===== config.mk =====
export PLATFORM = sky130hd
export DESIGN_NAME = flr_cnt_ram
export DESIGN_NICKNAME = d
export VERILOG_FILES = /design/src/design/flr_pkg.sv /design/src/design/flr_cnt_ram.sv
export SDC_FILE = /design/constraint.sdc
export NUM_CORES = 2
export LEC_CHECK = 0
export BUFFER_PORTS_ARGS = -buffer_cell sky130_fd_sc_hd__buf_2
export CAP_MARGIN = 15
export CORE_MARGIN = 10
export CORE_UTILIZATION = 47
export DETAILED_ROUTE_END_ITERATION = 16
export SYNTH_ARGS = -nofsm -noshare
export SYNTH_HDL_FRONTEND = slang
export SYNTH_SLANG_ARGS = --single-unit

===== constraint.sdc =====
create_clock -name clk -period 5.6 [get_ports clk]
set_input_delay 0.84 -clock clk [delete_from_list [all_inputs] [get_ports clk]]
set_output_delay 0.84 -clock clk [all_outputs]
set_load 0.01 [all_outputs]

===== src/design/flr_pkg.sv =====
`timescale 1ns / 1ps
`default_nettype none

package flr_pkg;

  typedef enum logic [2:0] {
    CMD_LOG          = 3'd0,
    CMD_READ_AGE     = 3'd1,
    CMD_READ_LATEST  = 3'd2,
    CMD_ACK_LATEST   = 3'd3,
    CMD_ACK_ALL      = 3'd4,
    CMD_CLEAR        = 3'd5,
    CMD_CODE_COUNT   = 3'd6
  } cmd_e_t;

  localparam logic [1:0]  SEV_WARNING   = 2'd1;
  localparam logic [1:0]  SEV_CRITICAL  = 2'd2;
  localparam logic [15:0] THRESH_RESET  = 16'd3;

  // one log entry without its cleared flag, code in the lowest bits
  typedef struct packed {
    logic [7:0]  state;
    logic [31:0] time_ms;
    logic [31:0] limit;
    logic [31:0] measured;
    logic [1:0]  severity;
    logic [7:0]  code;
  } entry_t;

  typedef struct packed {
    logic        rd;
    logic        wr_ent;
    logic        wr_flag;
    logic        flag;
    logic [7:0]  addr;
    entry_t      ent;
  } log_req_t;

  typedef struct packed {
    logic        rd;
    logic        wr;
    logic        clr;
    logic [7:0]  addr;
    logic [15:0] data;
  } cnt_req_t;

endpackage

`default_nettype wire


===== src/design/flr_cnt_ram.sv =====
`timescale 1ns / 1ps
`default_nettype none

module flr_cnt_ram #(
  parameter int CODE_SPACE = 160
) (
  input  wire                logic clk,
  input  wire                logic rst_n,
  input  wire  flr_pkg::cnt_req_t  req,
  output logic [15:0]              rd_data
);

  localparam int CW = (CODE_SPACE > 1) ? $clog2(CODE_SPACE) : 1;

  logic [15:0]           mem [CODE_SPACE];
  logic [CODE_SPACE-1:0] valid_r;
  logic [15:0]           rd_q_r;
  logic                  rd_v_r;
  logic [CW-1:0]         addr;

  assign addr    = req.addr[CW-1:0];
  assign rd_data = rd_v_r ? rd_q_r : 16'd0;

  // an entry that is not valid reads as zero
  always_ff @(posedge clk) begin
    if (!rst_n) begin
      valid_r <= '0;
    end else if (req.clr) begin
      valid_r <= '0;
    end else if (req.wr) begin
      valid_r[addr] <= 1'b1;
    end
  end

  always_ff @(posedge clk) begin
    if (req.wr) begin
      mem[addr] <= req.data;
    end
    if (req.rd) begin
      rd_q_r <= mem[addr];
      rd_v_r <= valid_r[addr];
    end
  end

endmodule

`default_nettype wire


==> qor.yml <==
grt:
  antenna_found_initial: 14
  grt_pass1_vias: 53600
  grt_start_max_net_pins: 161
  track_usage: 0.240
  grt-ovfl-total: 0
  grt_pass1_wl_mm: 418
pwr:
  p_comb_frac: 0.048
  p_sw_frac: 0.213
  p_seq_frac: 0.519
  power.clock.fraction: 0.433
  p_sw_w: 0.00920
  irDropWorstVdd_uv: 335
  p_int_w: 0.0341
  leakagePower_nw: 38.4
  p_per_area_nw_per_um2: 361
floorplan:
  num_rows: 173
  die_w_um: 492
  initial_core_util: 0.472
  ios: 45
  coreArea_um2: 222000
  chipHeight_um: 492
  fp.dieArea_um2: 243000
clock_network:
  numCtsBuffers: 300
  clk_pin_slew_ps: 60
  post_cts_resized: 0
  htreeDepth: 5
  postCtsSetupBuffers: 0
  clk_latency_ps: 940
  cts-root-buf: "clkbuf_16"
  cts_hold_repair.buffers: 0
  cts_tree: "done"
  cts.sinks: 2737
  cts_max_path_buffers: 4
yosys:
  synth_top_area_frac: 0.738
  ys_async_sr_fraction: 0
  synth-main-ff-cell: "edfxtp_1"
  yosysWarnings: 0
  synth_area_per_cell_um2: 20.9
  yosysSeqAreaShare: 0.768
  netlist_area_um2: 105000
  synth_cell_types: 60
  syn_inst: 5027
  synth_top_cell_by_area: "edfxtp_1"
  synth_area_leaders: "edfxtp_1 74%, mux4_2 12%, dfxtp_1 3.1%"
  synth_seq_cells: 2737
  synth_nets: 5056
  synth_edf_count: 2577
hold_path:
  hp-class: "input port to register"
placed_design:
  pre_cts_ws_ps: 756
  port_buffers: 44
  gp_congestion: 0.870
  dp_hpwl_mm: 179
worst_setup_path:
  cp-end-kind: "register"
  crit_type: "input port to register"
  cpPeakStageDelay_ps: 990
  cp_cell_sequence: "buf_8 -> buf_12 -> buf_4 -> buf_4 -> mux2i_1 -> a22oi_1 -> nand3_1 -> a31oi_1 -> nor4_1 -> nand3_1"
  critical_path.top_delay_family: "buffers and inverters"
  crit_required_ps: 6210
  worst-endpoint-arrival_ps: 4580
  cp_max_fo: 55
  start_kind: "input port"
  slowest_stage: "nor4_1"
  timing.critical_path.buf_inv: 4
  r2r_slack_ps: 2510
route:
  drtAntennaViolNets: 0
  drc: 0
  vias: 54000
  drtPass1Iterations: 5
  drt_iter0_markers: 7053
  wl_per_cell_um: 34.4
  routed_wl_mm: 296
  via_per_inst: 6.26
timing:
  tightestPinTransition_ps: 1250
  setup_tns_ps: 0
  fin_crit_ps: 3960
  period_share: 0.708
  setup_viol: 0
  hold_viol_final: 0
  rsz0062_at_grt: "false"
  hold-worst-slack_ps: 319
  relSlewSlack: 0.159
  finalWorstSetupSlack_ps: 1640
  drv_slew: 0
  clock_skew_ps: 74.2
  max_freq_mhz: 252
run:
  max-cap-violations: 0
cells_and_area:
  nFillCells: 17100
  area_growth_pct: 14.3
  drive_gt1_frac: 0.273
  num-nets-final: 5453
outcome:
  status: "finished, final reports clean"
worst paths after layout:
path / end / startpoint / cells after the start
max reg2reg: rd_q_r[10] / mem[23][10] / 5
max: rd_q_r[10] / req[17] / 10
min reg2reg: valid_r[95] / valid_r[95] / 1
min: mem[72][10] / req[10] / 1
sequential cells by signal, summed over array words and instances, names as in the netlist:
name and count:
mem 2560, rd_q_r 16, rd_v_r 1, valid_r 160
layout make-up:
class                      instances  area (um^2)  area share
timing repair buffer             396         3290      0.0274
sequential                      2737        80600       0.672
inverter                           4         20.0    0.000167
antenna                            3         7.51   0.0000626
tap                             2975         3720      0.0310
clock buffer                     401         8230      0.0686
clock inverter                   117          982     0.00819
multi-input combinational       1985        23100       0.193
power groups by stage:
| stage | registers [W] | logic [W] | clock network (W) |
|---|---|---|---|
| 5_1_grt | 0.0224 | 0.00217 | 0.0198 |
| 2_1_floorplan | 0.0229 | 0.00105 | 0 |
| 4_1_cts | 0.0224 | 0.00209 | 0.0190 |
| 3_3_place_gp | 0.0229 | 0.00206 | 0 |
| 3_5_place_dp | 0.0229 | 0.00209 | 0 |
| 6_report | 0.0224 | 0.00208 | 0.0187 |
kinds of logic after synthesis:
family	Yosys count	synth area share
AND/OR/NAND/NOR	499	0.0218
multiplexers	903	0.155
AO/OA/AOI/OAI	583	0.0395
buffers and inverters	305	0.0154
flip-flops	2737	0.768
worst register-to-register path: stages, from the launching register on:
cell,delay [ps]
edfxtp_1,360
mux4_2,510
mux4_2,480
nor2b_1,200
nor4_1,1090
nand3_1,160
synth_stat cells, types with 23 or more instances:
cell type,count
a21oi_1,92
a22oi_1,224
and2_1,25
buf_1,23
buf_2,116
buf_4,34
clkbuf_1,106
dfxtp_1,160
edfxtp_1,2577
mux2i_1,315
mux4_2,568
nand2_1,99
nand3_1,67
nand4_1,26
nor2_1,199
nor3_1,28
o21a_1,160
layer usage:
| metal | up-vias | share of wire | track usage |
|---|---|---|---|
| li1 | 21700 | - | - |
| met4 | 2 | 0.043 | 0.0931 |
| met3 | 563 | 0.091 | 0.0470 |
| met2 | 2704 | 0.47 | 0.373 |
| met5 | - | 0.000044 | 0 |
| met1 | 29000 | 0.40 | 0.339 |
layout by cell type, fill, tap and decap left out, types with 26 or more instances in the layout:
cell,count
a21oi_1,92
a22oi_1,224
buf_12,26
buf_4,333
clkbuf_1,75
clkbuf_16,307
clkinv_1,42
clkinv_2,42
dfxtp_1,160
edfxtp_1,2577
mux2i_1,315
mux4_2,568
nand2_1,97
nand3_1,67
nand4_1,26
nor2_1,62
nor2_2,135
nor3_1,28
o21a_1,160
metrics by stage:
stage,instances,total power (W),util,cell area [um^2]
after floorplan,5027,0.0239,-,105000
after global placement,8096,0.0249,0.499,111000
after detailed placement,8097,0.0250,0.499,111000
after CTS,8615,0.0435,0.540,120000
after global routing,8616,0.0444,0.540,120000
final,8618,0.0433,0.540,120000
No activity file was read; power rests on OpenSTA's default activity.
