==> src/design/flr_pkg.sv <==
`timescale 1ns / 1ps
`default_nettype none

package flr_pkg;

  typedef enum logic [2:0] {
    CMD_LOG          = 3'd0,
    CMD_READ_AGE     = 3'd1,
    CMD_READ_LATEST  = 3'd2,
    CMD_ACK_LATEST   = 3'd3,
    CMD_ACK_ALL      = 3'd4,
    CMD_CLEAR        = 3'd5,
    CMD_CODE_COUNT   = 3'd6
  } cmd_e_t;

  localparam logic [1:0]  SEV_WARNING   = 2'd1;
  localparam logic [1:0]  SEV_CRITICAL  = 2'd2;
  localparam logic [15:0] THRESH_RESET  = 16'd3;

  // one log entry without its cleared flag, code in the lowest bits
  typedef struct packed {
    logic [7:0]  state;
    logic [31:0] time_ms;
    logic [31:0] limit;
    logic [31:0] measured;
    logic [1:0]  severity;
    logic [7:0]  code;
  } entry_t;

  typedef struct packed {
    logic        rd;
    logic        wr_ent;
    logic        wr_flag;
    logic        flag;
    logic [7:0]  addr;
    entry_t      ent;
  } log_req_t;

  typedef struct packed {
    logic        rd;
    logic        wr;
    logic        clr;
    logic [7:0]  addr;
    logic [15:0] data;
  } cnt_req_t;

endpackage

`default_nettype wire

==> src/design/flr_log_ram.sv <==
`timescale 1ns / 1ps
`default_nettype none

module flr_log_ram #(
  parameter int LOG_DEPTH = 16
) (
  input  wire                logic clk,
  input  wire  flr_pkg::log_req_t  req,
  output flr_pkg::entry_t          rd_ent,
  output logic                     rd_flag
);

  localparam int AW = $clog2(LOG_DEPTH);

  flr_pkg::entry_t ent_mem [LOG_DEPTH];
  logic            flag_mem [LOG_DEPTH];
  logic [AW-1:0]   addr;

  assign addr = req.addr[AW-1:0];

  always_ff @(posedge clk) begin
    if (req.wr_ent) begin
      ent_mem[addr] <= req.ent;
    end
    if (req.wr_flag) begin
      flag_mem[addr] <= req.flag;
    end
    if (req.rd) begin
      rd_ent  <= ent_mem[addr];
      rd_flag <= flag_mem[addr];
    end
  end

endmodule

`default_nettype wire

==> config.mk <==
export PLATFORM = sky130hd
export DESIGN_NAME = flr_log_ram
export DESIGN_NICKNAME = d
export VERILOG_FILES = /design/src/design/flr_pkg.sv /design/src/design/flr_log_ram.sv
export SDC_FILE = /design/constraint.sdc
export NUM_CORES = 1
export LEC_CHECK = 0
export BUFFER_PORTS_ARGS = -buffer_cell sky130_fd_sc_hd__buf_2
export CAP_MARGIN = 10
export CORE_MARGIN = 3
export CORE_UTILIZATION = 50
export DETAILED_ROUTE_END_ITERATION = 8
export GPL_ROUTABILITY_DRIVEN = 1
export PLACE_DENSITY = 0.66
export SKIP_LAST_GASP = 1
export SYNTH_ARGS = -nofsm -noshare
export SYNTH_HDL_FRONTEND = slang
export SYNTH_SLANG_ARGS = --single-unit
==> constraint.sdc <==
create_clock -name clk -period 9.08 [get_ports clk]
set_input_delay 1.816 -clock clk [delete_from_list [all_inputs] [get_ports clk]]
set_output_delay 1.816 -clock clk [all_outputs]
set_load 0.05 [all_outputs]
==> results by group <==
Detailed routing
  – Router iterations before antenna repair: 5
  – DRC Markers: 0
  – Total number of vias: 32600
  – Drt via density: 6.07
  – Antenna Violating Nets Remaining: 0
  – Initial detailed-routing violation count: 3422
  – Avg WL per Cell: approximately 30 um
  – Post-Route WL: 161000 um

Clock network
  – TritonCTS buffer count: between 150 and 200
  – Clock Latency Late Sink: 0.80 ns
  – CTS Hold Buffers Added: 0
  – H-tree depth: 4
  – Clock transition at the registers of the reported paths: 0.06 ns
  – Cts repair resizes: 0
  – Root Buffer: clkbuf_16
  – # clock sinks: a little under 2000
  – CTS tree: built
  – # Post-CTS Setup Buffers: 0
  – CTS max path bufs: 3

Critical path
  – Largest delay share family, worst path: buffers and inverters
  – Worst setup path start: req[115]
  – Buf+Inv Stages, Crit Path: 4
  – Arr. time, crit path: 5.33 ns
  – Critical Path Sink Type: flip-flop
  – Reg-to-Reg Start: ent_mem[11][59]
  – Worst-path fanout max: ~70
  – Slowest stage delay, CP: 0.85 ns
  – Levels on crit path: 6
  – Slowest cell on crit path: buf_4
  – FF-to-FF setup slack: 7.45 ns
  – Path depth of the worst reg2reg path: 3
  – Critical Path RT: 9.48 ns
  – Most frequent CP cell: buf_4
  – WS Path Type: input pin to flip-flop
  – CP Cell Sequence: buf_8 -> buf_4 -> nand3_1 -> nor2_4 -> buf_4 -> buf_4
  – Startpoint Class: input pin

Logic synthesis
  – YS warnings: 0
  – Yosys reg bits: approximately 2000
  – Post-synth cell types: 17
  – Synth Area per Inst: 24.3 um2
  – Sequential element share of the synthesized area: 81.3%
  – Post-Synthesis Cell Area: 72200 um2
  – Cells after Synth: 2967
  – Syn nets: 3094

Timing
  – FMAX: 203 MHz
  – Worst-Margin Slew: 1.20 ns
  – Worst clock skew: between 0.02 and 0.025 ns
  – RSZ-0062 raised after global routing: no
  – Setup ws final: 4.16 ns
  – Hold Fails Final Rpt: 0
  – Fin crit period: 4.92 ns
  – Final Cycle Share: 54.2%
  – Max-slew violations: 0
  – Fin Setup TNS: 0 ns
  – Slew HR: around a fifth
  – Final setup violation count: 0

Floorplan
  – Starting Density: 50.7%
  – Site Rows: 138
  – Die area: 149000 um2
  – Io pins: 242
  – DIE WIDTH: ~390 um
  – Die outline height: 386 um
  – Core ar.: 142000 um2

Pwr
  – Power Dens Cells: 229 nW/um2
  – Share of total power in the clock network: 40.1%
  – Switching share of power: 20.9%
  – Total power: 18.7 mW
  – Flop pwr share: ~55%
  – Combinational power share: 5.3%
  – Internal: 14.8 mW
  – Total leakage power: 25.9 nW
  – Maximum vdd drop: around 0.15 mV
  – Sw power: 3.92 mW

Placed design
  – DP Wirelength: 78000 um
  – GPL Wtd Cong: 0.710
  – Quantity of I/O buffers inserted on ports: roughly 240
  – Placed Area: 75800 um2
  – Placement Setup Slack: 3.30 ns

GRT
  – Largest net degree at the start of global routing: 140
  – All-Layer GR Usage: 21.9%
  – First-pass GRT wire length: 233000 um
  – Initial antenna violation count: 42
  – GR Overflow Total: 0
  – Vias in the first global route: ~34000

Hold path
  – Hold Path Depth: 3
  – Hold WC Path Type: flip-flop to flip-flop
  – Worst hold start: ent_mem[14][102]

Cells and area
  – Fin area: approximately 80000 um2
  – Layout Utilization: 57.4%
  – Fill cells: about 10000
  – Share of layout cells above drive strength 1: 29.9%
  – Final nets: 3430
  – Area grow syn2layout: 13.2%

Run
  – Max Cap Viol: 0

Run status
  – Status: finished, final reports clean
==> final cells by class <==
| cell class | count | area, um2 | area share, % |
|---|---|---|---|
| Antenna cell | 21 | 52.6 | 0.0643 |
| Clock buffer | 252 | 5140 | 6.28 |
| Clock inverter | 98 | 806 | 0.986 |
| Multi-Input combinational cell | 854 | 12900 | 15.8 |
| Sequential cell | 1955 | 58700 | 71.8 |
| Tap cell | 1890 | 2360 | 2.89 |
| Timing Repair Buffer | 303 | 1810 | 2.21 |
==> synthesized netlist by cell type <==
cell      count  share of area [%]
and2_1        1             0.0087
buf_2        22               0.15
clkbuf_1     67               0.35
nand3_1       2              0.014
a22oi_1     230                2.4
buf_1        27               0.14
mux4_2      460                 14
nor2b_1       3              0.026
buf_6         3              0.047
nor2_1       33               0.17
or3b_2        2              0.024
edfxtp_1   1955                 81
buf_4        39               0.41
or2_2         1             0.0087
nand2b_1      2              0.017
nand3b_1      2              0.021
nand2_1     118               0.61
==> layout by cell type (no fill, tap or decap) <==
cell type	synthesis	layout
diode_2	0	21
a22oi_1	230	230
buf_12	0	8
nor2_4	0	17
edfxtp_1	1955	1955
nand2_1	118	118
nor2b_1	3	1
clkbuf_1	67	55
buf_8	0	2
clkbuf_16	0	197
nand3b_1	2	2
clkinv_2	0	24
and2_4	0	1
nor2b_4	0	2
or2_2	1	1
clkinvlp_4	0	6
mux4_2	460	460
clkinv_8	0	2
clkinv_4	0	4
or3b_2	2	2
nand2b_1	2	2
buf_4	39	58
nand3_1	2	2
inv_6	0	5
nor2_1	33	16
clkinv_1	0	45
buf_6	3	1
bufinv_16	0	12
buf_2	22	234
==> worst paths after layout <==
path | end
worst max-delay path | ent_mem[11][75]
worst min-delay path | rd_ent[102]
worst max register to register | rd_ent[59]
worst min register to register | rd_ent[102]
==> logic make-up (layout without fill, tap and decap cells) <==
group                  after synthesis  in the layout  synth area share, %
other                                0             21                    0
buffers and inverters              158            653                 1.09
AO/OA/AOI/OAI                      230            230                 2.39
multiplexers                       460            460                 14.3
flip-flops                        1955           1955                 81.3
AND/OR/NAND/NOR                    164            164                0.904
==> per-layer routing <==
metal  routed length, um  global-route usage, %
met1               64300                   30.8
met2               78700                   34.6
met3               15100                   6.06
met4                2770                   5.14
met5                 184                      0
==> power groups by stage <==
stage	sequential (mW)	combinational [mW]	clock, mW
finish	10.2	0.990	7.51
global route	10.2	1.06	8.03
CTS	10.2	1.00	7.65
detailed placement	10.4	0.999	0
floorplan	10.6	0.481	0
global placement	10.4	0.975	0
==> per-stage QoR <==
stage,hold WS (ns),cells
floorplan,0.710,2967
global placement,0.723,5001
detailed placement,0.733,5002
CTS,0.746,5352
global route,0.766,5355
finish,0.743,5373
==> registers in the layout (all words and copies together) (netlist names) <==
name,flops
rd_ent,114
rd_flag,1
ent_mem,1824
flag_mem,16
==> worst min-delay path: stages (launching register included) <==
cell,delay (ns)
edfxtp_1,0.32
mux4_2,0.22
a22oi_1,0.06
nand2_1,0.06
Note: power is estimated with default switching activity, not from simulation.
